==> src/hto_pkg.sv <==
`timescale 1ns / 1ps
// ----------------------------------------------------------------------------
// Occupancy map package
// Shared types, field widths, codes and geometry of the tile occupancy map.
// ----------------------------------------------------------------------------
package hto_pkg;

    // Image geometry.
    localparam int IMAGE_SIZE = 1024;
    localparam int FINE_CELL  = 16;
    localparam int FINE_SHIFT = $clog2(FINE_CELL);
    localparam int CELLS      = IMAGE_SIZE / FINE_CELL;

    // Field widths.
    localparam int MODE_W  = 2;
    localparam int PIX_W   = 10;
    localparam int LEVEL_W = 8;
    localparam int CELL_W  = 6;
    localparam int CLASS_W = 2;

    // One memory word holds the flags of one 4x4 block of fine cells.
    localparam int BLOCK_SPAN = 4;
    localparam int SUB_W      = $clog2(BLOCK_SPAN);
    localparam int WORD_W     = BLOCK_SPAN * BLOCK_SPAN;
    localparam int BIT_W      = $clog2(WORD_W);
    localparam int BLK_W      = CELL_W - SUB_W;
    localparam int ADDR_W     = 2 * BLK_W;
    localparam int MEM_DEPTH  = 1 << ADDR_W;

    localparam int IN_DATA_W  = 48;
    localparam int OUT_DATA_W = 16;

    localparam logic [LEVEL_W-1:0] ALPHA_SOLID = 8'hFF;

    // Item kinds.
    localparam logic [MODE_W-1:0] MODE_PIXEL = 2'd0;
    localparam logic [MODE_W-1:0] MODE_QUERY = 2'd1;
    localparam logic [MODE_W-1:0] MODE_CLEAR = 2'd2;

    // Cell classes.
    localparam logic [CLASS_W-1:0] CLASS_EMPTY = 2'd0;
    localparam logic [CLASS_W-1:0] CLASS_SOLID = 2'd1;
    localparam logic [CLASS_W-1:0] CLASS_F16   = 2'd2;
    localparam logic [CLASS_W-1:0] CLASS_F32   = 2'd3;

    typedef struct packed {
        logic              wr_en;
        logic              clr;
        logic              rd_en;
        logic [ADDR_W-1:0] addr;
        logic [BIT_W-1:0]  bit_idx;
    } t_store_req;

endpackage

==> src/hto_result.sv <==
`timescale 1ns / 1ps
// ----------------------------------------------------------------------------
// Occupancy result stage
// Classifies a queried cell from its 4x4 block word and holds the result.
// ----------------------------------------------------------------------------
module hto_result
    import hto_pkg::*;
(
    input  logic                  i_clk,
    input  logic                  i_rst_n,
    input  logic                  i_valid,
    output logic                  o_ready,
    input  logic [CELL_W-1:0]     i_col,
    input  logic [CELL_W-1:0]     i_row,
    input  logic                  i_in_grid,
    input  logic [WORD_W-1:0]     i_word,
    output logic                  m_axis_tvalid,
    input  logic                  m_axis_tready,
    // [5:0] out_col, [11:6] out_row, [13:12] cell_class, [15:14] zero
    output logic [OUT_DATA_W-1:0] m_axis_tdata
);

    logic                 r_out_valid;
    logic [CELL_W-1:0]    r_out_col;
    logic [CELL_W-1:0]    r_out_row;
    logic [CLASS_W-1:0]   r_out_class;
    logic [CLASS_W-1:0]   n_class;
    logic [BIT_W-1:0]     own_idx;
    logic [BIT_W-1:0]     quad_base;
    logic                 own_solid;
    logic                 quad_solid;
    logic                 block_solid;

    assign own_idx   = {i_row[SUB_W-1:0], i_col[SUB_W-1:0]};
    // Top-left flag of the 2x2 quadrant that holds the cell.
    assign quad_base = {i_row[1], 1'b0, i_col[1], 1'b0};

    assign own_solid   = i_word[own_idx];
    assign quad_solid  = i_word[quad_base] | i_word[quad_base + BIT_W'(1)]
                       | i_word[quad_base + BIT_W'(BLOCK_SPAN)]
                       | i_word[quad_base + BIT_W'(BLOCK_SPAN + 1)];
    assign block_solid = |i_word;

    always_comb begin
        priority if (!i_in_grid) begin
            n_class = CLASS_EMPTY;
        end else if (own_solid) begin
            n_class = CLASS_SOLID;
        end else if (quad_solid) begin
            n_class = CLASS_F16;
        end else if (block_solid) begin
            n_class = CLASS_F32;
        end else begin
            n_class = CLASS_EMPTY;
        end
    end

    assign o_ready = !r_out_valid || m_axis_tready;

    always_ff @(posedge i_clk) begin
        if (!i_rst_n) begin
            r_out_valid <= 1'b0;
        end else if (o_ready) begin
            r_out_valid <= i_valid;
        end
    end

    always_ff @(posedge i_clk) begin
        if (o_ready && i_valid) begin
            r_out_col   <= i_col;
            r_out_row   <= i_row;
            r_out_class <= n_class;
        end
    end

    assign m_axis_tvalid = r_out_valid;
    assign m_axis_tdata  = {2'b00, r_out_class, r_out_row, r_out_col};

endmodule

==> config.mk <==
export PLATFORM = sky130hd
export DESIGN_NAME = hto_result
export DESIGN_NICKNAME = d
export VERILOG_FILES = /design/src/hto_pkg.sv /design/src/hto_result.sv
export SDC_FILE = /design/constraint.sdc
export NUM_CORES = 1
export LEC_CHECK = 0
export BUFFER_PORTS_ARGS = -buffer_cell sky130_fd_sc_hd__buf_2
export CAP_MARGIN = 20
export CORE_MARGIN = 4
export CORE_UTILIZATION = 35
export DETAILED_ROUTE_END_ITERATION = 7
export HOLD_SLACK_MARGIN = 0.02
export PLACE_DENSITY = 0.69
export SYNTH_ARGS = -nofsm -noshare
export SYNTH_HDL_FRONTEND = slang
export SYNTH_SLANG_ARGS = --single-unit
==> constraint.sdc <==
create_clock -name i_clk -period 1.7 [get_ports i_clk]
set_input_delay 0 -clock i_clk [delete_from_list [all_inputs] [get_ports i_clk]]
set_output_delay 0 -clock i_clk [all_outputs]
set_load 0.02 [all_outputs]
; After elaboration in Yosys (flattened, before gate mapping)
; Cells that the tools add are included.
[word_totals]
elab_cells = 35
in_bits = 33
regBits = 15
output_inout_bits = 18
[op_classes]
order_cmp = 5
n_addsub = 3
reduce_logical = 5
n_mux = 13
bitwise_logic = 4
[ops]
columns = op, count
row1 = "4-bit by 5-bit < comparator with 1-bit output, second input constant", 5
row2 = 1-bit binary-select mux with 4-bit select, 4
row3 = 16-bit OR reduction, 1
row4 = "4-bit by 3-bit adder with 4-bit output, second input constant", 2
row5 = 1-bit two-way mux, 6
row6 = "4-bit by 1-bit adder with 4-bit output, second input constant", 1
row7 = 2-bit two-way mux, 2
row8 = 1-bit bitwise OR, 3
row9 = 1-bit binary-select mux with 2-bit select, 1
row10 = 2-bit OR reduction, 1
row11 = 1-bit logical AND, 1
row12 = 1-bit zero test, 1
row13 = 1-bit logical OR, 1
row14 = 1-bit NOT, 1

; Logic depth before layout (Yosys ltp)
[depth]
depth_word = 8
mapped_depth = 5
mapped_depth_nobuf = 5

; Least setup slack after synthesis
; OpenSTA, ideal clock, no wires.
[synth_timing]
kind = register to register
from = reg r_out_valid, in the netlist m_axis_tvalid
to = reg r_out_class[0], enable pin
setup_time_ns = 0.367
path_stages_with_launch = 3
synth_period_minus_slack_ns = 1.406
t_arrival_ns = 1.039
slack_ns = 0.294
n_path_buf = 0
required_ns = 1.333
path_cell_list = dfxtp_1 -> nand2b_1 -> and2_1
[synth_via]
elab_chain_cells = 3
[synth_rtl]
columns = element, line
row1 = start: declaration, hto_result.sv:23  ; logic r_out_valid;
row2 = start signal: assignment, hto_result.sv:64  ; r_out_valid <= i_valid;
row3 = 1-bit zero test, hto_result.sv:58  ; assign o_ready = !r_out_valid || m_axis_tready;
row4 = 1-bit logical OR, hto_result.sv:58
row5 = named net o_ready, hto_result.sv:12  ; output logic o_ready,
row6 = 1-bit logical AND, hto_result.sv:69  ; if (o_ready && i_valid) begin
row7 = end signal: assignment, hto_result.sv:72  ; r_out_class <= n_class;
row8 = end: declaration, hto_result.sv:26  ; logic [CLASS_W-1:0] r_out_class;
; The timed path passes the listed nets, and every way through them passes these cells.
; A chain may end at the register's enable or synchronous reset.

; Worst setup path in the final report
[layout_timing]
from = in i_row[0]
to = reg r_out_class[0] (data pin)
[layout_via]
elab_chain_cells = 3
[layout_rtl]
columns = element, line
row1 = start: declaration, hto_result.sv:14  ; input logic [CELL_W-1:0] i_row,
row2 = 1-bit binary-select mux with 4-bit select, hto_result.sv:38  ; assign own_solid = i_word[own_idx];
row3 = 1-bit two-way mux (not written as such), hto_result.sv:38
row4 = 1-bit two-way mux, hto_result.sv:47  ; end else if (own_solid) begin
; No other way between the ends. The select of a mux whose other input is x is not followed.

==> impl_metrics.ini <==
[status]
outcome = complete, no violations

[setup_path]
critPathArrivalTime_ns = 1.54
endpoint_kind = flip-flop
worstSetupPathType = in2reg
reg2reg_to = m_axis_tvalid
reg2reg_slack_ns = 0.53
crit_path_start_kind = primary input
cp_data_required_time_ns = 1.73
r2r_start = m_axis_tvalid
reg2regPathDepth = 3
crit_fanout = 5

[clocking]
clock_latency_ns = 0.27
cts_tree = yes
clk_path_buf_depth = 2
cts.htree.levels = 1
root_buffer = clkbuf_4
cts_buffers = 3
ctsResizeCount = 0
clk_pin_slew_worst_paths_ns = 0.08
clock-sinks = 15

[pwr]
peakVddDrop_mv = 0.301
p_leak_nw = 0.496
power_density_nw_per_um2 = 685

[synth]
yosysWarnings = 0
synth_area_per_cell_um2 = 16.1
synthCells = 48
synth.distinct_cells = 24
synthFlopType = edfxtp_1
synth-seq-cells = 15
async_reset_ff_frac = 0
yosysTopAreaCell = edfxtp_1
yosysMostFrequentCell = edfxtp_1
netlist.area_leader.share = 0.545
synthTopCellsByCount = edfxtp_1 (14), nor4_2 (4), a311oi_1 (3), mux4_2 (3)
ys_seq_area_frac = 0.571
synth.area.top_cells = edfxtp_1 (54%), mux4_2 (8.8%), nor4_2 (6.5%)
netlist_area_um2 = 772
synth_edf_count = 14

[sta]
drv_slew = 0
max_slew_margin = 0.668
worstMarginPinSlew_ns = 0.494
timing.final.crit_period_ns = 1.51
setup_viol = 0
fmax_ghz = 0.661
clock_skew_ns = 0.00252
fin_tns_setup_ns = 0
period_share = 0.890
grt_setup_unrepaired = false
timing_hold_violations_final = 0

[min_path]
worstHoldPathCells = 1
holdPathEnd = r_out_row[1]
hold_start = i_row[1]
min_path_type = in2reg

[drt]
wirelength_um = 1790
vias_per_cell = 4.80
vias = 672
postRouteAntennaNets = 0
drc = 0
drt_iter0_drc = 9
dr.pass1.iters = 3
wire_per_inst_um = 12.8

[global_routing]
grt_max_degree = 15
overflow = 0
grt_usage = 0.125
grt_pass1_wl_um = 2730
grt_antenna_before_repair = 0
grt_pass1_vias = 645

[cells_and_area]
area_growth_pct = 54.0
num-nets-final = 147
multi_input_area_um2 = 297
regArea_um2 = 440
finalNonFillerCells = 140
n_antenna_cell = 0
fillers = 196
drive_above_1_share = 0.540

[floorplan]
die_x_um = 55.0
dieArea_um2 = 3020
die_h_um = 55.0
boundaryPins = 51
core_um2 = 2020
initial_core_util = 0.382
std_cell_rows = 16

[placement]
gp_congestion = 0.801
dp_cells = 122
numPortBuffers = 48
dpl.hpwl_um = 1370

[job]
cap_viol_max_count = 0
how the worst max path moves through the flow:
stage / start / to / slack (ns)
finish: i_row[0] / r_out_class[0] / 0.19
global route: i_row[0] / r_out_class[0] / 0.11
CTS: i_row[0] / r_out_class[0] / 0.20
detailed placement: i_word[10] / r_out_class[0] / 0.16
global placement: i_word[8] / r_out_class[0] / 0.21
floorplan: m_axis_tvalid / r_out_class[0] / 0.29
critical path: stages:
cell,delay (ns)
dlygate4sd3_1,0.52
buf_2,0.16
mux4_2,0.30
nor2b_4,0.14
a211oi_2,0.18
a21oi_1,0.07
o21a_1,0.17
placed cells by master, fill, tap and decap left out, types with 2 or more instances in the layout:
cell type,n
buf_2,48
dlygate4sd3_1,14
edfxtp_1,14
nor4_2,4
a311oi_1,3
mux4_2,3
clkbuf_4,3
nand3_1,2
or4_1,2
a21oi_1,2
conb_1,2
what timing repair did:
item                                   CTS  global route
hold buffers                            14             0
setup buffers                            0             0
endpoints found under the hold margin   13             0
kinds of logic after synthesis:
logic type / synth area share
multiplexers: 0.135
other: 0.00486
AND/OR/NAND/NOR: 0.149
buffers and inverters: 0.0502
flip-flops: 0.570
AO/OA/AOI/OAI: 0.0908
where the power goes:
part	switching (W)	leakage [nW]	internal, W
logic	0.0000955	0.337	0.0000945
clock network	0.0000981	0.0150	0.0000907
registers	0.00000509	0.144	0.000430
total	0.000199	0.496	0.000615
sequential cells by signal, indices dropped and copies added (netlist names):
| name | cells |
|---|---|
| m_axis_tvalid | 1 |
| r_out_class | 2 |
| r_out_col | 6 |
| r_out_row | 6 |
per-layer routing:
layer	global-route usage	part of all wire
met1	0.143	0.37
met2	0.230	0.49
met3	0.0295	0.15
met4	0.0364	0
met5	0	0
metrics by stage:
| step | setup WS (ns) | hold slack (ns) | power (W) | util | cell area (um^2) |
|---|---|---|---|---|---|
| 2_1_floorplan | 0.294 | 0.0989 | 0.000538 | - | 776 |
| 3_3_place_gp | 0.213 | 0.178 | 0.000606 | 0.506 | 1020 |
| 3_5_place_dp | 0.156 | 0.178 | 0.000609 | 0.506 | 1020 |
| 4_1_cts | 0.202 | 0.0648 | 0.000825 | 0.588 | 1190 |
| 5_1_grt | 0.115 | 0.0598 | 0.000868 | 0.588 | 1190 |
| 6_report | 0.186 | 0.0694 | 0.000814 | 0.588 | 1190 |
cell type report:
cell class / instances / share of cell area
timing repair buffer: 63 / 0.326
sequential: 15 / 0.371
clock buffer: 4 / 0.0221
multi-input combinational: 30 / 0.249
tap: 27 / 0.0284
inverter: 1 / 0.00316
No activity file was read; power rests on OpenSTA's default activity.
